### config.mk
export PLATFORM = sky130hd
export DESIGN_NAME = sucbc_cell
export DESIGN_NICKNAME = d
export VERILOG_FILES = /design/src/rtl/core/sucbc_pkg.sv /design/src/rtl/core/sucbc_cell.sv
export SDC_FILE = /design/constraint.sdc
export NUM_CORES = 1
export LEC_CHECK = 0
export ABC_CLOCK_PERIOD_IN_PS = 18700
export BUFFER_PORTS_ARGS = -buffer_cell sky130_fd_sc_hd__buf_2
export CAP_MARGIN = 20
export CORE_AREA = 8 8 470 472
export CTS_BUF_LIST = sky130_fd_sc_hd__clkbuf_8
export DETAILED_ROUTE_END_ITERATION = 12
export DIE_AREA = 0 0 478 480
export GPL_TIMING_DRIVEN = 0
export PLACE_DENSITY = 0.39
export SLEW_MARGIN = 20
export SYNTH_ARGS = -nofsm -noshare
export SYNTH_HDL_FRONTEND = slang
export SYNTH_SLANG_ARGS = --single-unit
### constraint.sdc
create_clock -name clock -period 18.7 [get_ports clock]
set_input_delay 1.87 -clock clock [delete_from_list [all_inputs] [get_ports clock]]
set_output_delay 1.87 -clock clock [all_outputs]
set_load 0.02 [all_outputs]
### src/rtl/core/sucbc_pkg.sv
`timescale 1ns / 1ps
// package: widths, item types and the division step for the segment unit box clip
package sucbc_pkg;

   localparam int BlockW   = 16;
   localparam int CoordW   = 24;
   localparam int FracW    = 17;
   localparam int DistW    = 25;
   localparam int WideW    = 26;
   localparam int QuoW     = 18;
   localparam int DivSteps = QuoW;
   localparam int NumAxes  = 3;
   localparam int ProdW    = 43;

   localparam logic [QuoW-1:0] QuoOne = 18'h10000;

   typedef struct packed {
      logic [DistW-1:0] rem;
      logic [QuoW-1:0]  low;
      logic [QuoW-1:0]  quo;
   } div_lane_type;

   typedef struct packed {
      logic signed [CoordW-1:0] start;
      logic signed [DistW-1:0]  delta;
      logic [DistW-1:0]         divisor;
      logic                     parallel;
      logic                     par_miss;
      logic                     out_neg;
      div_lane_type             near;
      div_lane_type             far;
   } axis_type;

   typedef struct packed {
      axis_type [NumAxes-1:0] ax;
      logic [FracW-1:0]       best;
   } item_type;

   // one restoring division step, one quotient bit
   function automatic div_lane_type div_step(div_lane_type lane, logic [DistW-1:0] divisor);
      logic [DistW:0] trial;
      logic [DistW:0] diff;
      logic           ge;
      div_lane_type   res;
      trial    = {lane.rem, lane.low[QuoW-1]};
      diff     = trial - {1'b0, divisor};
      ge       = trial >= {1'b0, divisor};
      res.rem  = ge ? diff[DistW-1:0] : trial[DistW-1:0];
      res.low  = {lane.low[QuoW-2:0], 1'b0};
      res.quo  = {lane.quo[QuoW-2:0], ge};
      return res;
   endfunction

endpackage

### src/rtl/core/sucbc_cell.sv
`timescale 1ns / 1ps
// division cell: one quotient bit for the near and far lanes of every axis
module sucbc_cell (
   input  logic                clock,
   input  logic                reset,
   input  logic                in_valid,
   output logic                in_stall,
   input  sucbc_pkg::item_type in_item,
   output logic                out_valid,
   output sucbc_pkg::item_type out_item,
   input  logic                out_stall
);

   logic                valid_ff;
   sucbc_pkg::item_type item_ff;
   sucbc_pkg::item_type item_in;

   always_comb begin
      item_in = in_item;
      for (int a = 0; a < sucbc_pkg::NumAxes; a++) begin
         item_in.ax[a].near = sucbc_pkg::div_step(in_item.ax[a].near,
                                                  in_item.ax[a].divisor);
         item_in.ax[a].far  = sucbc_pkg::div_step(in_item.ax[a].far,
                                                  in_item.ax[a].divisor);
      end
   end

   assign in_stall  = valid_ff && out_stall;
   assign out_valid = valid_ff;
   assign out_item  = item_ff;

   always_ff @(posedge clock) begin
      if (reset) begin
         valid_ff <= 1'b0;
      end else if (!in_stall) begin
         valid_ff <= in_valid;
      end
   end

   always_ff @(posedge clock) begin
      if (!in_stall) begin
         item_ff <= item_in;
      end
   end

endmodule

### Word level (Yosys, flattened, before mapping)

Index checks and enable logic that the tools add are counted.

| operators by class | value |
|---|---|
| add/subtract/negate cells | 6 |
| order comparisons | 6 |
| muxes and demuxes | 6 |
| reductions and logical operators | 1 |

Operators with widths:

| operator | number |
|---|---|
| $ge A26 B25 Y1 | 6 |
| $mux W25 | 6 |
| $sub A25 B25 Y25 | 6 |
| $logic_and A1 B1 Y1 | 1 |

| word-level totals | value |
|---|---|
| register bits after elaboration | 609 |
| bits of input ports | 618 |
| output and inout bits | 616 |
| word-level logic and storage cells | 57 |

### Longest topological paths before layout

| depth | value |
|---|---|
| depth in word-level cells | 2 |
| gate-level depth with buffers | 15 |
| depth with buffers taken out | 13 |

### Worst setup path after synthesis

No wires, ideal clock.

| timing | value |
|---|---|
| path type | input to output |
| from | input port out_stall |
| to | output port in_stall |
| arrival | 17,099 ps |
| required time | 16,830 ps |
| path slack | -269 ps |
| stages | 2 |
| buffers on the path | 0 |
| path through | nand2_1 inv_1 |

| on the way | value |
|---|---|
| word-level cells in the longest chain between the ends | 1 |

Ends and longest elaborated chain:

| what | RTL line | RTL |
|---|---|---|
| from (decl) | sucbc_cell.sv:11 | `input logic out_stall` |
| $logic_and A1 B1 Y1 | sucbc_cell.sv:28 | `assign in_stall = valid_ff && out_stall;` |
| to (decl) | sucbc_cell.sv:7 | `output logic in_stall,` |

No other way between the ends.

==> flow_summary.toml <==
[placed_design]
dpl.hpwl_um = 161000
placed_area_um2 = 38200
port-buffer-count = 1221
place.gp.congestion = 0.876

[pwr]
vdd_drop_max_mv = 0.0681
leakage_nw = 17.6
p_per_area_nw_per_um2 = 103
fin_total_pwr_w = 0.00419

[floorplan]
fp-row-count = 170
die_height_um = 480
initial_core_util_pct = 13.2
ioPinCount = 1234
die-width_um = 478
dieArea_um2 = 229000
fp.coreArea_um2 = 213000

[yosys]
synth_top_family_by_area = "compound AO/OA/AOI/OAI gates"
yosys.area_share.simple_pct = 7.43
ys_async_sr_fraction_pct = 0
yosysSeqAreaShare_pct = 64.7
synth_top_area_cell = "edfxtp_1"
synth_cell_types = 84
synth_area_leaders = "edfxtp_1 65%, ha_1 6.6%, a21oi_1 2.6%"
synth_top_area_share_pct = 64.6
synth_seq_cells = 609
postSynthCellCount = 2103
avgSynthCellArea_um2 = 13.4
synth-edff-count = 608
synth_area_um2 = 28300
synth_compound_area_share_pct = 12.6
synthMuxAreaShare_pct = 1.99
yosysWarnings = 0
yosys.area_share.adder_pct = 7.06
synth-xor-area-share_pct = 3.50
yosys_most_used_dff = "edfxtp_1"

[detailed_routing]
via_per_inst = 3.80
antenna_left = 0
vias = 24500
routedWlPerCell_um = 29.2
dr.pass1.iters = 7
drc = 0
drt_iter0_drc = 1606
wl_um = 188000

[timing]
drv_slew = 0
fin_tns_setup_ns = 0
fin_crit_ns = 5.67
holdWs_ns = 1.09
fmax_mhz = 176
period_share_pct = 30.3
clock_skew_ns = 0.0588
hold_viol = 0
worst_slew_pin_slew_ns = 0.918
setup_viol = 0
rsz0062_at_grt = "false"
max_slew_margin_pct = 38.4

[critical_path]
path_buf_inv = 5
reg2reg_from = "out_valid"
end_kind = "flip-flop"
crit_path_top_delay_cell = "a221oi_1"
r2r_cells = 4
critPathMaxStageDelay_ns = 0.79
worst_setup_path_start_kind = "input port"
critPathKind = "in2reg"
endpoint = "out_item[526]"
cp_cell_sequence = "buf_2, inv_1, ha_1, inv_1, fa_1, a21o_1, a21oi_1, o21ai_0, a221oi_1, o31ai_2, a21oi_2, inv_2, clkbuf_1, a21oi_1"
path_max_fanout = 10
cp-startpoint = "in_item[511]"
worstSetupPathDepth = 14
required_ns = 19.32
rr_endpoint = "out_item[520]"
critPathTopFamily = "compound AO/OA/AOI/OAI gates"
crit_arrival_ns = 6.29
r2r_slack_ns = 16.19

[clock_tree]
cts_tree = "done"
clock_sinks = 609
cts_max_path_buffers = 3
h-tree-depth = 4
post_cts_buffers = 0
root_buffer = "clkbuf_8"
hold_buffers = 0
cts-resized-gates = 0
cts_buffers = 133
clk_pin_slew_worst_paths_ns = 0.06
clk_latency_ns = 0.89

[cells_and_area]
layout_common_cells = "1,230 x buf_2, 608 x edfxtp_1, 166 x inv_1, 150 x nand2_1, 150 x ha_1"
finalCoreUtilization_pct = 19.2
areaGrowthSynthToFinish_pct = 44.7
design_area_um2 = 40900
final_common_cell = "buf_2"
fillers = 23700
layout-drive-gt1-share_pct = 41.4
ff_latch_area_um2 = 18300
multi_input_area_um2 = 9240
nNetsFinal = 4246

[worst_hold_path]
min_path_cells = 1
holdCritPathClass = "reg2reg"
hp-start = "out_valid"

[grt]
first_global_vias = 24500
grt.total_usage_pct = 15.6
gr-total-overflow = 0
grt_pass1_wl_um = 239000
grt_max_degree = 91
antenna_found_initial = 174

[outcome]
status = "finished clean"

[flow_run]
max_cap_violations = 0
[area by class of cell]
cell class / count / area share (%)
Multi-Input combinational cell: 1307 / 22.6
Inverter: 131 / 1.20
Tap cell: 2838 / 8.68
Antenna cell: 26 / 0.159
Clock inverter: 108 / 2.00
Sequential cell: 609 / 44.7
Buffer: 61 / 0.722
Timing Repair Buffer: 1229 / 15.5
Clock buffer: 133 / 4.48
[stage by stage]
| step | worst slack (ns) | instances |
|---|---|---|
| floorplan | 6.33 | 2108 |
| global placement | 2.20 | 6167 |
| detailed placement | 12.19 | 6175 |
| CTS | 13.25 | 6416 |
| global route | 13.00 | 6422 |
| finish | 13.03 | 6442 |
[how the worst min path moves through the flow]
stage,end
final,out_item[53]
after global routing,out_valid
after CTS,out_valid
after detailed placement,out_item[117]
after global placement,out_valid
after floorplan,out_valid
[logic make-up (layout without fill, tap and decap cells)]
| logic type | Yosys count | count (layout) |
|---|---|---|
| compound gates | 548 | 548 |
| mux | 45 | 45 |
| simple gates | 439 | 439 |
| fa+ha+maj | 156 | 156 |
| other cells | 1 | 32 |
| flops | 609 | 609 |
| buf+inv | 192 | 1662 |
| xor+xnor | 113 | 113 |
[per-layer routing]
| layer | share of wire [%] | vias to the layer above | GRT usage [%] |
|---|---|---|---|
| met2 | 45 | 1357 | 25.0 |
| met3 | 13 | 413 | 8.72 |
| met4 | 4.2 | 64 | 5.83 |
| met5 | 0.19 | - | 0 |
| li1 | - | 10800 | - |
| met1 | 37 | 11800 | 17.2 |
[cells in the mapped netlist, types with 7 or more instances]
cell type and instances:
mux2i_1 7, o21a_1 30, o21ai_0 135, a31oi_1 17, o21bai_1 14, nand4_1 24
nand2_1 151, buf_2 9, clkbuf_1 43, nor3_1 24, and4_1 8, mux2_4 17
nor2_1 98, a21o_1 68, a211oi_1 21, edfxtp_1 608, xor2_1 58, nor2b_1 20
xnor2_1 55, and2_1 8, nand2b_1 19, mux2_2 21, o31ai_1 16, ha_1 150
a21boi_0 8, a21oi_1 147, o211ai_1 15, and3_1 11, nand3_1 41, inv_1 129
[state kept, by name (all words and copies together) (netlist names)]
name,cells
out_valid,1
out_item,608
[where the power goes]
part	switching, W	leakage (nW)	internal (W)
Sequential	0.0000434	6.31	0.00167
Combinational	0.000637	9.77	0.000299
Clock	0.000738	1.48	0.000805
Total	0.00142	17.6	0.00277
Note: power is estimated with default switching activity, not from simulation.
