==> src/rtl/core/sucbc_pkg.sv <==
`timescale 1ns / 1ps
// package: widths, item types and the division step for the segment unit box clip
package sucbc_pkg;

   localparam int BlockW   = 16;
   localparam int CoordW   = 24;
   localparam int FracW    = 17;
   localparam int DistW    = 25;
   localparam int WideW    = 26;
   localparam int QuoW     = 18;
   localparam int DivSteps = QuoW;
   localparam int NumAxes  = 3;
   localparam int ProdW    = 43;

   localparam logic [QuoW-1:0] QuoOne = 18'h10000;

   typedef struct packed {
      logic [DistW-1:0] rem;
      logic [QuoW-1:0]  low;
      logic [QuoW-1:0]  quo;
   } div_lane_type;

   typedef struct packed {
      logic signed [CoordW-1:0] start;
      logic signed [DistW-1:0]  delta;
      logic [DistW-1:0]         divisor;
      logic                     parallel;
      logic                     par_miss;
      logic                     out_neg;
      div_lane_type             near;
      div_lane_type             far;
   } axis_type;

   typedef struct packed {
      axis_type [NumAxes-1:0] ax;
      logic [FracW-1:0]       best;
   } item_type;

   // one restoring division step, one quotient bit
   function automatic div_lane_type div_step(div_lane_type lane, logic [DistW-1:0] divisor);
      logic [DistW:0] trial;
      logic [DistW:0] diff;
      logic           ge;
      div_lane_type   res;
      trial    = {lane.rem, lane.low[QuoW-1]};
      diff     = trial - {1'b0, divisor};
      ge       = trial >= {1'b0, divisor};
      res.rem  = ge ? diff[DistW-1:0] : trial[DistW-1:0];
      res.low  = {lane.low[QuoW-2:0], 1'b0};
      res.quo  = {lane.quo[QuoW-2:0], ge};
      return res;
   endfunction

endpackage

==> src/rtl/core/sucbc_prep.sv <==
`timescale 1ns / 1ps
// input stage: slab faces, direction, near and far distances per axis
module sucbc_prep (
   input  logic                                             clock,
   input  logic                                             reset,
   input  logic                                             in_valid,
   output logic                                             in_stall,
   input  logic [sucbc_pkg::NumAxes-1:0][sucbc_pkg::BlockW-1:0] block,
   input  logic [sucbc_pkg::NumAxes-1:0][sucbc_pkg::CoordW-1:0] start,
   input  logic [sucbc_pkg::NumAxes-1:0][sucbc_pkg::CoordW-1:0] stop,
   input  logic [sucbc_pkg::FracW-1:0]                      best,
   output logic                                             out_valid,
   output sucbc_pkg::item_type                              out_item,
   input  logic                                             out_stall
);

   logic                valid_ff;
   sucbc_pkg::item_type item_ff;
   sucbc_pkg::item_type item_in;

   always_comb begin
      logic signed [sucbc_pkg::BlockW:0]   blk_m1;
      logic signed [sucbc_pkg::WideW-1:0]  face_lo;
      logic signed [sucbc_pkg::WideW-1:0]  face_hi;
      logic signed [sucbc_pkg::WideW-1:0]  s;
      logic signed [sucbc_pkg::WideW-1:0]  e;
      logic signed [sucbc_pkg::WideW-1:0]  dpos;
      logic signed [sucbc_pkg::WideW-1:0]  dneg;
      logic signed [sucbc_pkg::WideW-1:0]  dist_w;
      logic signed [sucbc_pkg::WideW-1:0]  n_in;
      logic signed [sucbc_pkg::WideW-1:0]  n_out;
      logic signed [sucbc_pkg::WideW-1:0]  c_in;
      logic signed [sucbc_pkg::WideW-1:0]  c_out;
      logic                                pos;
      item_in      = '0;
      item_in.best = best;
      for (int a = 0; a < sucbc_pkg::NumAxes; a++) begin
         blk_m1  = {block[a][sucbc_pkg::BlockW-1], block[a]} - 17'sd1;
         face_lo = {blk_m1[sucbc_pkg::BlockW], blk_m1, 8'h80};
         face_hi = {{2{block[a][sucbc_pkg::BlockW-1]}}, block[a], 8'h80};
         s       = {{2{start[a][sucbc_pkg::CoordW-1]}}, start[a]};
         e       = {{2{stop[a][sucbc_pkg::CoordW-1]}}, stop[a]};
         dpos    = e - s;
         dneg    = s - e;
         pos     = !dpos[sucbc_pkg::WideW-1] && (dpos != '0);
         dist_w  = pos ? dpos : dneg;
         n_in    = pos ? face_lo - s : s - face_hi;
         n_out   = pos ? face_hi - s : s - face_lo;
         // near distance clamped to [0, dist + 1], far to [0, dist]
         if (n_in[sucbc_pkg::WideW-1] || n_in == '0) begin
            c_in = '0;
         end else if (n_in > dist_w) begin
            c_in = dist_w + 26'sd1;
         end else begin
            c_in = n_in;
         end
         if (n_out[sucbc_pkg::WideW-1]) begin
            c_out = '0;
         end else if (n_out > dist_w) begin
            c_out = dist_w;
         end else begin
            c_out = n_out;
         end
         item_in.ax[a].start    = start[a];
         item_in.ax[a].delta    = dpos[sucbc_pkg::DistW-1:0];
         item_in.ax[a].divisor  = dist_w[sucbc_pkg::DistW-1:0];
         item_in.ax[a].parallel = (dpos == '0);
         item_in.ax[a].par_miss = (s < face_lo) || (s > face_hi);
         item_in.ax[a].out_neg  = n_out[sucbc_pkg::WideW-1];
         item_in.ax[a].near.rem = {2'b00, c_in[sucbc_pkg::DistW-1:2]};
         item_in.ax[a].near.low = {c_in[1:0], 16'h0000};
         item_in.ax[a].near.quo = '0;
         item_in.ax[a].far.rem  = {2'b00, c_out[sucbc_pkg::DistW-1:2]};
         item_in.ax[a].far.low  = {c_out[1:0], 16'h0000};
         item_in.ax[a].far.quo  = '0;
      end
   end

   assign in_stall  = valid_ff && out_stall;
   assign out_valid = valid_ff;
   assign out_item  = item_ff;

   always_ff @(posedge clock) begin
      if (reset) begin
         valid_ff <= 1'b0;
      end else if (!in_stall) begin
         valid_ff <= in_valid;
      end
   end

   always_ff @(posedge clock) begin
      if (!in_stall) begin
         item_ff <= item_in;
      end
   end

endmodule

==> config.mk <==
export PLATFORM = sky130hd
export DESIGN_NAME = sucbc_prep
export DESIGN_NICKNAME = d
export VERILOG_FILES = /design/src/rtl/core/sucbc_pkg.sv /design/src/rtl/core/sucbc_prep.sv
export SDC_FILE = /design/constraint.sdc
export NUM_CORES = 2
export LEC_CHECK = 0
export BUFFER_PORTS_ARGS = -buffer_cell sky130_fd_sc_hd__buf_2
export CORE_MARGIN = 3
export CORE_UTILIZATION = 25
export DETAILED_ROUTE_END_ITERATION = 10
export HOLD_SLACK_MARGIN = 0.08
export PLACE_DENSITY = 0.43
export SKIP_LAST_GASP = 1
export SLEW_MARGIN = 20
export SYNTH_ARGS = -nofsm -noshare
export SYNTH_HDL_FRONTEND = slang
export SYNTH_SLANG_ARGS = --single-unit
export TNS_END_PERCENT = 5
==> constraint.sdc <==
create_clock -name clock -period 43.3 [get_ports clock]
set_input_delay 8.66 -clock clock [delete_from_list [all_inputs] [get_ports clock]]
set_output_delay 8.66 -clock clock [all_outputs]
set_load 0.01 [all_outputs]
# [Word level (Yosys, flattened, before mapping)]
# Cells that the tools add are included.
[totals] regBits=399 wordCells=105
[classes] add_sub_neg=24 n_lt_le_gt_ge=12 muxes=15 n_reduce_logical=22
[ops] op="$sub A24 B24 Y25" n=12
[ops] op="$mux W26" n=9
[ops] op="$gt A26 B26 Y1" n=6
[ops] op="$logic_not A26 Y1" n=6
[ops] op="$mux W25" n=6
[ops] op="$reduce_bool A26 Y1" n=3
[ops] op="$sub A24 B25 Y26" n=3
[ops] op="$sub A25 B24 Y26" n=3
[ops] op="$add A25 B2 Y25 const B" n=3
[ops] op="$lt A24 B25 Y1" n=3
[ops] op="$gt A24 B24 Y1" n=3
[ops] op="$sub A16 B2 Y17 const B" n=3
[ops] op="$logic_or A1 B1 Y1" n=6
[ops] op="$logic_and A1 B1 Y1" n=4
[ops] op="$logic_not A1 Y1" n=3

# [Longest topological paths before layout]
[logic_depth] ltp_word=6 depth_mapped=38 ltp_nobuf=32

# [Worst setup path before layout]
# OpenSTA, ideal clock, no wires.
[synth_timing] kind="in2out" startpoint="input port out_stall" endpoint="output port in_stall" arrival_time_ns=18.016 required_ns=34.640 slack_ns=16.624 stages=2 path_buffers=0 path_cell_list="nand2_1 > inv_1"
[synth_via] elab_chain_cells=1
[synth_lines] element="from (decl)" line="sucbc_prep.sv:14" rtl="input logic out_stall"
[synth_lines] element="$logic_and A1 B1 Y1" line="sucbc_prep.sv:79" rtl="assign in_stall = valid_ff && out_stall;"
[synth_lines] element="to (decl)" line="sucbc_prep.sv:7" rtl="output logic in_stall,"
# Every way passes these cells.

# [Worst setup path after layout]
# Ends and elaborated chain as after synthesis.

==> impl_metrics.sql <==
INSERT INTO impl_metrics (metric_group, metric, value, unit) VALUES
('floorplanning', 'core_area', '171900', 'um^2'),
('power', 'leakage', '22.32', 'nW'),
('sta', 'fin_crit', '18350', 'ps'),
('worst_setup_path', 'worstPathCellList', 'buf_2 > nand2_4 > inv_1 > buf_2', ''),
('detailed_routing', 'drt_drc_violations_left', '0', ''),
('grt', 'grt_start_max_net_pins', '114', ''),
('clock_network', 'insertion_delay', '670', 'ps'),
('clock_network', 'cts-htree-levels', '2', ''),
('yosys', 'edff_count_synth', '395', ''),
('finish', 'final_cell_mix', '613 x sky130_fd_sc_hd__buf_2, 477 x sky130_fd_sc_hd__ha_1, 462 x sky130_fd_sc_hd__inv_1, 418 x sky130_fd_sc_hd__nor2_1, 395 x sky130_fd_sc_hd__edfxtp_1', ''),
('yosys', 'synth.avg_cell_area', '8.480', 'um^2'),
('worst_setup_path', 'timing.critical_path.mode_cell', 'sky130_fd_sc_hd__buf_2', ''),
('sta', 'rsz_0062_raised_after_global_routing', 'false', ''),
('sta', 'fmax', '54.48', 'MHz'),
('finish', 'layout-drive-gt1-share', '15.28', '%'),
('finish', 'fillers', '18638', ''),
('worst_setup_path', 'worstPathMaxFanout', '53', ''),
('yosys', 'ys.warnings.count', '0', ''),
('power', 'power_density', '45.41', 'nW/um^2'),
('detailed_routing', 'vias', '39502', ''),
('detailed_routing', 'antenna_left', '0', ''),
('sta', 'total_setup_violations_reported_at_the_end_of_the_flow', '0', ''),
('floorplanning', 'dieArea', '178200', 'um^2'),
('floorplanning', 'placement_rows', '152', ''),
('grt', 'overflow', '0', ''),
('yosys', 'postSynthCellCount', '5104', ''),
('finish', 'layout_cell_area_excl_fill', '49850', 'um^2'),
('outcome', 'run_status', 'finished clean', ''),
('worst_setup_path', 'r2r_slack', '40300', 'ps'),
('detailed_routing', 'avgRoutedWirePerCell', '23.74', 'um'),
('worst_hold_path', 'hold_path_stages', '1', ''),
('worst_setup_path', 'r2r_cells', '3', ''),
('finish', 'post_synthesis_to_final_layout_area_growth', '15.17', '%'),
('place', 'hpwl', '157.5', 'mm'),
('place', 'placed_cells', '7848', ''),
('floorplanning', 'die_x', '422.1', 'um'),
('yosys', 'synthArstFlopShare', '0', '%'),
('grt', 'first_global_vias', '38208', ''),
('yosys', 'synth.lib_cells_used.distinct', '112', ''),
('worst_setup_path', 'critical_path.reg2reg.startpoint', 'out_valid$_SDFFE_PP0N_', ''),
('worst_setup_path', 'critical_path.slowest_cell', 'sky130_fd_sc_hd__nand2_4', ''),
('finish', 'design.final.nets', '6298', ''),
('sta', 'layout_worst_path_cycle_share', '42.39', '%'),
('clock_network', 'root_buffer', 'sky130_fd_sc_hd__clkbuf_16', ''),
('place', 'place_congestion', '0.9530', ''),
('place', 'port_buffers', '612', ''),
('worst_setup_path', 'setup_crit_path_kind', 'input pin to output port', ''),
('floorplanning', 'die_height', '422.1', 'um'),
('clock_network', 'cts-resized-gates', '0', ''),
('clock_network', 'post_cts_buffers', '0', ''),
('worst_setup_path', 'critical-path-max-stage-delay', '560', 'ps'),
('detailed_routing', 'drt_pre_antenna_iters', '6', ''),
('worst_hold_path', 'whs_endpoint', 'out_item[451]$_SDFFCE_PN0N_', ''),
('sta', 'slew-limit-headroom', '21.12', '%'),
('floorplanning', 'design.portCount', '829', ''),
('finish', 'utilization', '28.99', '%'),
('grt', 'initial_antenna_violation_count', '13', ''),
('power', 'worst_ir_drop_vdd', '44.10', 'uV'),
('sta', 'final.setup_skew', '33.85', 'ps'),
('clock_network', 'clock_path_buffers', '3', ''),
('yosys', 'synth_seq_cells', '396', ''),
('yosys', 'syn_area', '43280', 'um^2'),
('yosys', 'synth_sequential_area_ratio', '27.45', '%'),
('worst_hold_path', 'min_from', 'out_valid$_SDFFE_PP0N_', ''),
('clock_network', 'clkSlewWorstSetupHoldPaths', '60', 'ps'),
('place', 'placement.cell_area', '47970', 'um^2'),
('finish', 'final_common_cell', 'sky130_fd_sc_hd__buf_2', ''),
('flow_run', 'drv.max_cap_violation_count', '0', ''),
('detailed_routing', 'drt-total-wl', '189.0', 'mm'),
('floorplanning', 'start_util', '25.18', '%'),
('yosys', 'yosys_most_used_dff', 'sky130_fd_sc_hd__edfxtp_1', '');
-- worst max-delay path by stage --
stage / endpoint / slack, ps / depth (start not counted) / start
after floorplan: in_stall / 16620 / 2 / out_stall
after global placement: in_stall / 24860 / 4 / out_stall
after detailed placement: in_stall / 24890 / 4 / out_stall
after CTS: in_stall / 24880 / 4 / out_stall
after global routing: in_stall / 24820 / 4 / out_stall
final: in_stall / 24950 / 4 / out_stall
-- flip-flops by register name (all words and copies together) (netlist names) --
signal     flops
out_item     395
out_valid      1
-- cells by family after synthesis --
group                      synth area share [%]
AOI/OAI and AO/OA                         20.51
xor gates and xnor gates                  8.195
adders and majority gates                 14.42
buffers and inverters                     10.09
DFF                                       27.45
muxes                                     2.807
other                                  0.008664
and+or+nand+nor                           16.52
-- worst max-delay path, delay by kind of cell --
family	cells	cell delay [ps]
simple gates	1	560
buf+inv	3	460
-- Yosys cell counts, types with 46 or more instances --
| cell | number | area share, % |
|---|---|---|
| sky130_fd_sc_hd__ha_1 | 477 | 14 |
| sky130_fd_sc_hd__inv_1 | 462 | 4.0 |
| sky130_fd_sc_hd__nor2_1 | 418 | 3.6 |
| sky130_fd_sc_hd__edfxtp_1 | 395 | 27 |
| sky130_fd_sc_hd__a21oi_1 | 350 | 4.0 |
| sky130_fd_sc_hd__xnor2_1 | 316 | 6.4 |
| sky130_fd_sc_hd__nand2_1 | 292 | 2.5 |
| sky130_fd_sc_hd__o21ai_0 | 246 | 2.8 |
| sky130_fd_sc_hd__buf_4 | 224 | 3.9 |
| sky130_fd_sc_hd__clkbuf_1 | 166 | 1.4 |
| sky130_fd_sc_hd__nor3_1 | 164 | 1.9 |
| sky130_fd_sc_hd__a21o_1 | 163 | 2.8 |
| sky130_fd_sc_hd__nand3_1 | 106 | 1.2 |
| sky130_fd_sc_hd__mux2i_1 | 104 | 2.4 |
| sky130_fd_sc_hd__a211oi_1 | 94 | 1.6 |
| sky130_fd_sc_hd__xor2_1 | 89 | 1.8 |
| sky130_fd_sc_hd__nor2b_1 | 73 | 1.1 |
| sky130_fd_sc_hd__nand4_1 | 72 | 1.0 |
| sky130_fd_sc_hd__o21a_1 | 65 | 1.1 |
| sky130_fd_sc_hd__nand2b_1 | 49 | 0.71 |
| sky130_fd_sc_hd__o21bai_1 | 46 | 0.80 |
-- per-stage QoR --
step / worst slack [ps] / hold slack, ps
global route: 24820 / 1207
CTS: 24880 / 1151
global placement: 24860 / 1165
finish: 24950 / 1104
detailed placement: 24890 / 1154
floorplan: 16620 / 8601
-- report_power, final --
part	leakage, nW	internal (mW)	switching [mW]	total, mW
registers	4.21	0.563	0.0740	0.637
clock network	0.876	0.269	0.202	0.472
logic	17.2	0.393	0.762	1.16
-- per-layer routing --
layer,GRT usage (%),vias up,wire length [um]
met3,2.234,225,9128
met2,34.71,1360,90600
li1,-,18819,-
met1,25.55,19096,80170
met5,0,-,13
met4,8.748,2,9064
-- cell type report --
cell class / instances / area [um^2] / share of cell area [%]
Multi-Input combinational cell: 4007 / 27950 / 56.07
Sequential cell: 396 / 11880 / 23.83
Timing Repair Buffer: 669 / 3501 / 7.023
Tap cell: 2310 / 2890 / 5.798
Inverter: 466 / 1749 / 3.509
Clock buffer: 61 / 1420 / 2.849
Clock inverter: 43 / 437.9 / 0.8785
Antenna cell: 8 / 20.02 / 0.04016
Note: power is estimated with default switching activity, not from simulation.
