$ cat config.mk
export PLATFORM = sky130hd
export DESIGN_NAME = sucbc_clip
export DESIGN_NICKNAME = d
export VERILOG_FILES = /design/src/rtl/core/sucbc_pkg.sv /design/src/rtl/core/sucbc_clip.sv
export SDC_FILE = /design/constraint.sdc
export NUM_CORES = 2
export LEC_CHECK = 0
export BUFFER_PORTS_ARGS = -buffer_cell sky130_fd_sc_hd__buf_2
export CORE_MARGIN = 4
export CORE_UTILIZATION = 50
export CTS_BUF_LIST = sky130_fd_sc_hd__clkbuf_16
export DETAILED_ROUTE_END_ITERATION = 6
export PLACE_DENSITY = 0.7
export SKIP_LAST_GASP = 1
export SLEW_MARGIN = 20
export SYNTH_ARGS = -nofsm -noshare
export SYNTH_HDL_FRONTEND = slang
export SYNTH_SLANG_ARGS = --single-unit
$ cat constraint.sdc
create_clock -name clock -period 7.9 [get_ports clock]
set_input_delay 0.79 -clock clock [delete_from_list [all_inputs] [get_ports clock]]
set_output_delay 0.79 -clock clock [all_outputs]
set_load 0.05 [all_outputs]
$ cat src/rtl/core/sucbc_pkg.sv
`timescale 1ns / 1ps
// package: widths, item types and the division step for the segment unit box clip
package sucbc_pkg;

   localparam int BlockW   = 16;
   localparam int CoordW   = 24;
   localparam int FracW    = 17;
   localparam int DistW    = 25;
   localparam int WideW    = 26;
   localparam int QuoW     = 18;
   localparam int DivSteps = QuoW;
   localparam int NumAxes  = 3;
   localparam int ProdW    = 43;

   localparam logic [QuoW-1:0] QuoOne = 18'h10000;

   typedef struct packed {
      logic [DistW-1:0] rem;
      logic [QuoW-1:0]  low;
      logic [QuoW-1:0]  quo;
   } div_lane_type;

   typedef struct packed {
      logic signed [CoordW-1:0] start;
      logic signed [DistW-1:0]  delta;
      logic [DistW-1:0]         divisor;
      logic                     parallel;
      logic                     par_miss;
      logic                     out_neg;
      div_lane_type             near;
      div_lane_type             far;
   } axis_type;

   typedef struct packed {
      axis_type [NumAxes-1:0] ax;
      logic [FracW-1:0]       best;
   } item_type;

   // one restoring division step, one quotient bit
   function automatic div_lane_type div_step(div_lane_type lane, logic [DistW-1:0] divisor);
      logic [DistW:0] trial;
      logic [DistW:0] diff;
      logic           ge;
      div_lane_type   res;
      trial    = {lane.rem, lane.low[QuoW-1]};
      diff     = trial - {1'b0, divisor};
      ge       = trial >= {1'b0, divisor};
      res.rem  = ge ? diff[DistW-1:0] : trial[DistW-1:0];
      res.low  = {lane.low[QuoW-2:0], 1'b0};
      res.quo  = {lane.quo[QuoW-2:0], ge};
      return res;
   endfunction

endpackage

$ cat src/rtl/core/sucbc_clip.sv
`timescale 1ns / 1ps
// interval clip over the axes, entry point multiply and output register
module sucbc_clip (
   input  logic                                                 clock,
   input  logic                                                 reset,
   input  logic                                                 in_valid,
   output logic                                                 in_stall,
   input  sucbc_pkg::item_type                                  in_item,
   output logic                                                 rsp_valid,
   input  logic                                                 rsp_stall,
   output logic                                                 rsp_hit,
   output logic [sucbc_pkg::NumAxes-1:0][sucbc_pkg::CoordW-1:0] rsp_point,
   output logic [sucbc_pkg::FracW-1:0]                          rsp_entry_fraction,
   output logic [sucbc_pkg::FracW-1:0]                          rsp_best_fraction
);

   logic                                                 a_valid_ff;
   logic                                                 a_hit_ff;
   logic [sucbc_pkg::FracW-1:0]                          a_lo_ff;
   logic [sucbc_pkg::FracW-1:0]                          a_best_ff;
   logic [sucbc_pkg::NumAxes-1:0][sucbc_pkg::CoordW-1:0] a_start_ff;
   logic [sucbc_pkg::NumAxes-1:0][sucbc_pkg::DistW-1:0]  a_delta_ff;
   logic                                                 a_hit_in;
   logic [sucbc_pkg::QuoW-1:0]                           a_lo_in;

   logic                                                 b_valid_ff;
   logic                                                 b_hit_ff;
   logic [sucbc_pkg::FracW-1:0]                          b_lo_ff;
   logic [sucbc_pkg::FracW-1:0]                          b_best_ff;
   logic [sucbc_pkg::NumAxes-1:0][sucbc_pkg::CoordW-1:0] b_start_ff;
   logic signed [sucbc_pkg::ProdW-1:0]                   b_prod_ff [sucbc_pkg::NumAxes];
   logic signed [sucbc_pkg::ProdW-1:0]                   b_prod_in [sucbc_pkg::NumAxes];

   logic                                                 c_valid_ff;
   logic                                                 c_hit_ff;
   logic [sucbc_pkg::FracW-1:0]                          c_entry_ff;
   logic [sucbc_pkg::FracW-1:0]                          c_best_ff;
   logic [sucbc_pkg::NumAxes-1:0][sucbc_pkg::CoordW-1:0] c_point_ff;
   logic [sucbc_pkg::FracW-1:0]                          c_entry_in;
   logic [sucbc_pkg::FracW-1:0]                          c_best_in;
   logic [sucbc_pkg::NumAxes-1:0][sucbc_pkg::CoordW-1:0] c_point_in;

   logic c_stall;
   logic b_stall;
   logic a_stall;

   assign c_stall  = c_valid_ff && rsp_stall;
   assign b_stall  = b_valid_ff && c_stall;
   assign a_stall  = a_valid_ff && b_stall;
   assign in_stall = a_stall;

   // axes in order x, y, z against the running interval
   always_comb begin
      logic [sucbc_pkg::QuoW-1:0] lo;
      logic [sucbc_pkg::QuoW-1:0] hi;
      logic [sucbc_pkg::QuoW-1:0] qi;
      logic [sucbc_pkg::QuoW-1:0] qo;
      logic                       miss;
      lo   = '0;
      hi   = sucbc_pkg::QuoOne;
      miss = 1'b0;
      for (int a = 0; a < sucbc_pkg::NumAxes; a++) begin
         qi = in_item.ax[a].near.quo;
         qo = in_item.ax[a].far.quo;
         if (in_item.ax[a].parallel) begin
            miss = miss | in_item.ax[a].par_miss;
         end else begin
            if (in_item.ax[a].out_neg || qo < lo || qi > hi
                || (qi == hi && in_item.ax[a].near.rem != '0)) begin
               miss = 1'b1;
            end
            if (qi > lo) begin
               lo = qi;
            end
            if (qo < hi) begin
               hi = qo;
            end
         end
      end
      a_hit_in = !miss;
      a_lo_in  = lo;
   end

   always_comb begin
      logic signed [sucbc_pkg::QuoW-1:0] lo_s;
      lo_s = {1'b0, a_lo_ff};
      for (int a = 0; a < sucbc_pkg::NumAxes; a++) begin
         b_prod_in[a] = $signed(a_delta_ff[a]) * lo_s;
      end
   end

   always_comb begin
      logic signed [sucbc_pkg::ProdW-1:0] rnd;
      for (int a = 0; a < sucbc_pkg::NumAxes; a++) begin
         rnd           = b_prod_ff[a] + 43'sd32768;
         c_point_in[a] = b_hit_ff ? b_start_ff[a] + rnd[39:16] : '0;
      end
      c_entry_in = b_hit_ff ? b_lo_ff : '0;
      c_best_in  = (b_hit_ff && b_lo_ff < b_best_ff) ? b_lo_ff : b_best_ff;
   end

   always_ff @(posedge clock) begin
      if (reset) begin
         a_valid_ff <= 1'b0;
         b_valid_ff <= 1'b0;
         c_valid_ff <= 1'b0;
      end else begin
         if (!a_stall) begin
            a_valid_ff <= in_valid;
         end
         if (!b_stall) begin
            b_valid_ff <= a_valid_ff;
         end
         if (!c_stall) begin
            c_valid_ff <= b_valid_ff;
         end
      end
   end

   always_ff @(posedge clock) begin
      if (!a_stall) begin
         a_hit_ff  <= a_hit_in;
         a_lo_ff   <= a_lo_in[sucbc_pkg::FracW-1:0];
         a_best_ff <= in_item.best;
         for (int a = 0; a < sucbc_pkg::NumAxes; a++) begin
            a_start_ff[a] <= in_item.ax[a].start;
            a_delta_ff[a] <= in_item.ax[a].delta;
         end
      end
      if (!b_stall) begin
         b_hit_ff   <= a_hit_ff;
         b_lo_ff    <= a_lo_ff;
         b_best_ff  <= a_best_ff;
         b_start_ff <= a_start_ff;
         for (int a = 0; a < sucbc_pkg::NumAxes; a++) begin
            b_prod_ff[a] <= b_prod_in[a];
         end
      end
      if (!c_stall) begin
         c_hit_ff   <= b_hit_ff;
         c_entry_ff <= c_entry_in;
         c_best_ff  <= c_best_in;
         c_point_ff <= c_point_in;
      end
   end

   assign rsp_valid          = c_valid_ff;
   assign rsp_hit            = c_hit_ff;
   assign rsp_point          = c_point_ff;
   assign rsp_entry_fraction = c_entry_ff;
   assign rsp_best_fraction  = c_best_ff;

endmodule

Yosys cells after proc, flatten, opt, wreduce, memory -nomap -nowiden
Memory sizes are Yosys's and may differ from the RTL's.
Index checks and enable logic that the tools add are counted.
- bits in registers: 399
- bits in writable memories: 129
- input port bits: 618
- output and inout port bits: 109
- word-level logic and storage cells: 89
- memories: 1
- memories (memory ; words ; bits a word ; read ports ; clocked after Yosys merged registers in ; write ports ; line ; source):
    b_prod_ff ; 3 ; 43 ; 3 ; 0 ; 3 ; sucbc_clip.sv:31 ; logic signed [sucbc_pkg::ProdW-1:0] b_prod_ff [sucbc_pkg::NumAxes];
- add/subtract/negate cells: 6
- multipliers: 3
- $lt $le $gt $ge: 12
- equality and inequality tests: 3
- muxes and demuxes: 18
- bitwise gates (word level): 2
- reductions and logical operators: 20
- operators with widths (cell ; number):
    18-bit 2-to-1 mux ; 8
    25-bit by 18-bit multiplier with 43-bit output ; 3
    40-bit by 17-bit adder with 40-bit output, second input constant ; 3
    25-bit nonzero test ; 3
    24-bit adder ; 3
    18-bit greater-than comparator ; 4
    18-bit less-than comparator ; 3
    17-bit 2-to-1 mux ; 3
    18-bit equality test ; 2
    18-bit by 17-bit equality test with 1-bit output, second input constant ; 1
    18-bit by 1-bit greater-than comparator with 1-bit output, second input constant ; 1
    18-bit by 17-bit greater-than comparator with 1-bit output, second input constant ; 1
    18-bit by 1-bit less-than comparator with 1-bit output, second input constant ; 1
    18-bit by 17-bit less-than comparator with 1-bit output, second input constant ; 1
    17-bit less-than comparator ; 1
    1-bit logical OR ; 9
    1-bit logical AND ; 7
    1-bit 2-to-1 mux ; 7
    1-bit bitwise OR ; 2
    1-bit zero test ; 1

Longest topological paths before layout
- depth in word-level cells: 13
- mapped depth: 28
- depth with buffers taken out: 25

Worst setup path after synthesis
OpenSTA, ideal clock, no wires.
- path kind: input to output
- start: in rsp_stall
- end: out in_stall
- arrival: 6.263 ns
- data required time: 7.110 ns
- setup slack: 0.847 ns
- stages: 3
- buffers on the path: 0
- cell sequence: and3_1 nand2_1 inv_1
- cells in the longest elaborated chain, start to end: 3
- ends and longest elaborated chain (what ; line ; source):
    start, declared ; sucbc_clip.sv:10 ; input logic rsp_stall,
    1-bit logical AND ; sucbc_clip.sv:47 ; assign c_stall = c_valid_ff && rsp_stall;
    1-bit logical AND ; sucbc_clip.sv:48 ; assign b_stall = b_valid_ff && c_stall;
    1-bit logical AND ; sucbc_clip.sv:49 ; assign a_stall = a_valid_ff && b_stall;
    end, declared ; sucbc_clip.sv:7 ; output logic in_stall,
No other way between the ends.

==> results.py <==
metrics = {
    "timing": {
        "fin_tns_setup_ps": 0,
        "finalCriticalPeriod_ps": 7200,
        "drv_slew": 0,
        "setup_slack_ps": 700.3,
        "tightest_slew_ps": 1009,
        "max_freq_mhz": 138.9,
        "fin_skew_ps": 68.27,
        "setup_viol": 0,
        "rsz0062_at_grt": "no",
        "slew_headroom_pct": 31.85,
        "post-route-period-util_pct": 91.14,
        "hold_viol_final": 0,
    },
    "clock_tree": {
        "postCtsHoldBufs": 0,
        "cts_root_buf": "clkbuf_16",
        "clock_latency_ps": 700,
        "clk_pin_slew_worst_paths_ps": 80,
        "tritoncts": "built",
        "numCtsBuffers": 54,
        "cts_setup_buffers": 0,
        "cts_buffer_depth": 3,
        "cts_max_level": 2,
        "cts.repair.resized": 0,
        "clkSinkCount": 474,
    },
    "outcome": {
        "status": "finished clean",
    },
    "worst_setup_path": {
        "start_kind": "flop",
        "critPathRequiredTime_ps": 8340,
        "critPathMaxStageDelay_ps": 860,
        "crit_type": "flop to flop",
        "cp_data_arrival_time_ps": 7640,
        "critPathTopFamily": "adder cells",
        "cp_slowest_cell": "edfxtp_1",
        "crit_chain": "nand2_1 -> fa_1 -> inv_1 -> fa_1 -> inv_1 -> fa_1 -> fa_1 -> fa_1 -> inv_1 -> fa_1 -> ha_1 -> a21o_1 -> a21o_1 -> nor3_1 -> a21oi_1 -> a221oi_1 -> o21ai_0 -> a21o_1 -> a311oi_1 -> xnor2_1",
        "crit_path_max_fanout": 17,
        "r2r_slack_ps": 700,
        "critPathCaptureType": "flop",
        "critPathBufInv": 3,
        "cp_common_cell": "fa_1",
    },
    "floorplan": {
        "dieHeight_um": 369.2,
        "initial_utilization_pct": 50.39,
        "die_area_um2": 136300,
        "core_um2": 129500,
        "row_count": 132,
        "io_pins": 727,
        "die_w_um": 369.2,
    },
    "placement": {
        "port_buffers": 468,
        "gp_congestion": 0.9419,
        "hpwlAfterDp_mm": 141.0,
        "dp.cells": 8547,
        "dp_slack_ps": 700.0,
    },
    "grt": {
        "antenna_found_initial": 24,
        "grt_max_degree": 100,
        "grt_pass1_vias": 49840,
        "grt_pass1_wl_mm": 277.4,
        "overflow": 0,
        "grtUsageTotal_pct": 26.16,
    },
    "drt": {
        "drc": 0,
        "ant_nets": 0,
        "wl_per_cell_um": 20.17,
        "drt_iter0_drc": 3720,
        "num_vias": 46550,
        "viasPerCell": 5.376,
        "drt_first_pass_iters": 6,
        "drt-total-wl_mm": 174.7,
    },
    "flow_run": {
        "max_cap_viol_count": 0,
    },
    "logic_synthesis": {
        "async_flop_share_pct": 0,
        "syn_area_um2": 65240,
        "ys_seq_area_share_pct": 21.77,
        "synthCells": 6466,
        "synth-edff-count": 471,
        "ys_ff_latch": 474,
        "postSynthAreaPerCell_um2": 10.09,
        "dominantRegCellSynth": "edfxtp_1",
        "yosysWarnings": 0,
        "synth.distinct_cells": 80,
    },
    "layout": {
        "syn_to_final_growth_pct": 10.19,
        "instances_no_fill": 8660,
        "layout.nets": 9154,
        "layout-drive-gt1-share_pct": 10.55,
    },
    "hold_path": {
        "hp-class": "input pin to flop",
    },
}
-- sequential cells by signal, summed over array words and instances (netlist names) --
signal              flops
a_best_ff              17
a_delta_ff             75
a_hit_ff                1
a_lo_ff                17
a_start_ff             72
a_valid_ff              1
b_best_ff              17
b_hit_ff                1
b_lo_ff                17
b_prod_ff              75
b_start_ff             72
b_valid_ff              1
rsp_best_fraction      17
rsp_entry_fraction     17
rsp_hit                 1
rsp_point              72
rsp_valid               1
-- cell families (layout without fill, tap and decap cells) --
kind of cell | Yosys count | after routing | share of synthesized area [%]
AND/OR/NAND/NOR | 1963 | 1963 | 14.45
adder cells (fa/ha/maj) | 1675 | 1675 | 45.76
buffers and inverters | 1585 | 2026 | 9.150
AO/OA/AOI/OAI | 493 | 493 | 5.059
flip-flops | 474 | 474 | 21.77
XOR/XNOR | 237 | 237 | 3.182
multiplexers | 38 | 38 | 0.6271
other | 1 | 12 | 0.005748
-- cells in the final DEF (no fill, tap or decap), types with 18 or more instances in the layout --
master,instances
xnor2_1,166
nand2b_1,18
nor4_1,25
edfxtp_1,471
o21ai_0,84
o21a_1,23
a21oi_1,134
fa_1,1185
ha_1,489
mux2_2,18
nand4_1,47
nand2_1,934
nor2b_1,21
a21o_1,95
a31oi_1,29
buf_2,468
and3_1,23
xor2_1,71
nor2_1,173
buf_4,102
clkbuf_16,54
mux2i_1,18
and2_1,509
nor3_1,53
nand3_1,95
inv_1,1337
-- metal layers --
| layer | vias to the layer above | global-route usage [%] | wire [um] |
|---|---|---|---|
| met2 | 1789 | 41.74 | 79940 |
| met3 | 269 | 4.379 | 14170 |
| li1 | 20850 | - | - |
| met1 | 23640 | 37.30 | 75770 |
| met4 | 10 | 7.089 | 4725 |
| met5 | - | 0 | 67 |
-- path summary, 6_finish.rpt --
path,start,end,depth (start not counted)
setup / recovery,a_delta_ff[63]$_DFFE_PN_,b_prod_ff[0][125]$_DFFE_PN_,20
hold / removal,in_item[611],a_start_ff[69]$_DFFE_PN_,1
hold reg to reg,a_start_ff[12]$_DFFE_PN_,b_start_ff[12]$_DFFE_PN_,0
setup reg to reg,a_delta_ff[63]$_DFFE_PN_,b_prod_ff[0][125]$_DFFE_PN_,20
-- worst reg2reg max path: stages (launching register included) --
cell      delay (ps)
edfxtp_1         860
nand2_1          190
fa_1             590
inv_1             50
fa_1             470
inv_1             60
fa_1             480
fa_1             480
fa_1             520
inv_1             50
fa_1             450
ha_1             350
a21o_1           190
a21o_1           180
nor3_1           270
a21oi_1          240
a221oi_1         530
o21ai_0          240
a21o_1           290
a311oi_1         340
xnor2_1          120
-- through the flow --
stage	util, %	area [um2]	hold slack, ps
floorplan	-	65250	400.3
global placement	54.01	69930	403.6
detailed placement	54.01	69930	404.5
CTS	55.48	71840	217.1
global route	55.52	71890	227.3
finish	55.52	71890	263.6
-- cells in the mapped netlist, types with 4 or more instances --
cell type	n	area [um2]
inv_1	1337	5019
fa_1	1185	23720
nand2_1	936	3513
and2_1	509	3184
ha_1	489	6118
edfxtp_1	471	14140
clkbuf_1	238	893.4
nor2_1	174	653.1
xnor2_1	166	1454
a21oi_1	134	670.6
a21o_1	95	713.2
nand3_1	95	475.5
o21ai_0	84	420.4
xor2_1	71	621.9
nor3_1	53	265.3
nand4_1	47	294.0
a31oi_1	29	181.4
nor4_1	25	156.4
and3_1	23	143.9
o21a_1	23	172.7
nor2b_1	21	131.4
mux2_2	18	202.7
mux2i_1	18	180.2
nand2b_1	18	112.6
a211oi_1	17	127.6
nor3b_1	17	127.6
nand4b_1	16	140.1
o21bai_1	14	105.1
or3_1	11	68.82
a211o_1	9	78.83
o211ai_1	9	67.56
a22oi_1	8	60.06
and4_1	8	70.07
a22oi_2	7	87.58
a2111oi_0	6	52.55
o21ai_1	5	25.02
o31ai_1	5	37.54
buf_1	4	15.01
buf_2	4	20.02
o31a_1	4	35.03
-- layout make-up --
| type | count | area, um2 |
|---|---|---|
| repair buffers | 587 | 3456 |
| fillers | 11350 | 57590 |
| diodes | 10 | 25.02 |
| well taps | 1742 | 2180 |
| clock buffers | 54 | 1351 |
| clock inverters | 48 | 555.5 |
| inverters | 1337 | 5026 |
| flip-flops and latches | 474 | 14200 |
| multi-input cells | 4408 | 45090 |
Power is not shown: default switching activity piles up to over one toggle a cycle in this logic, so the estimate is an artifact.
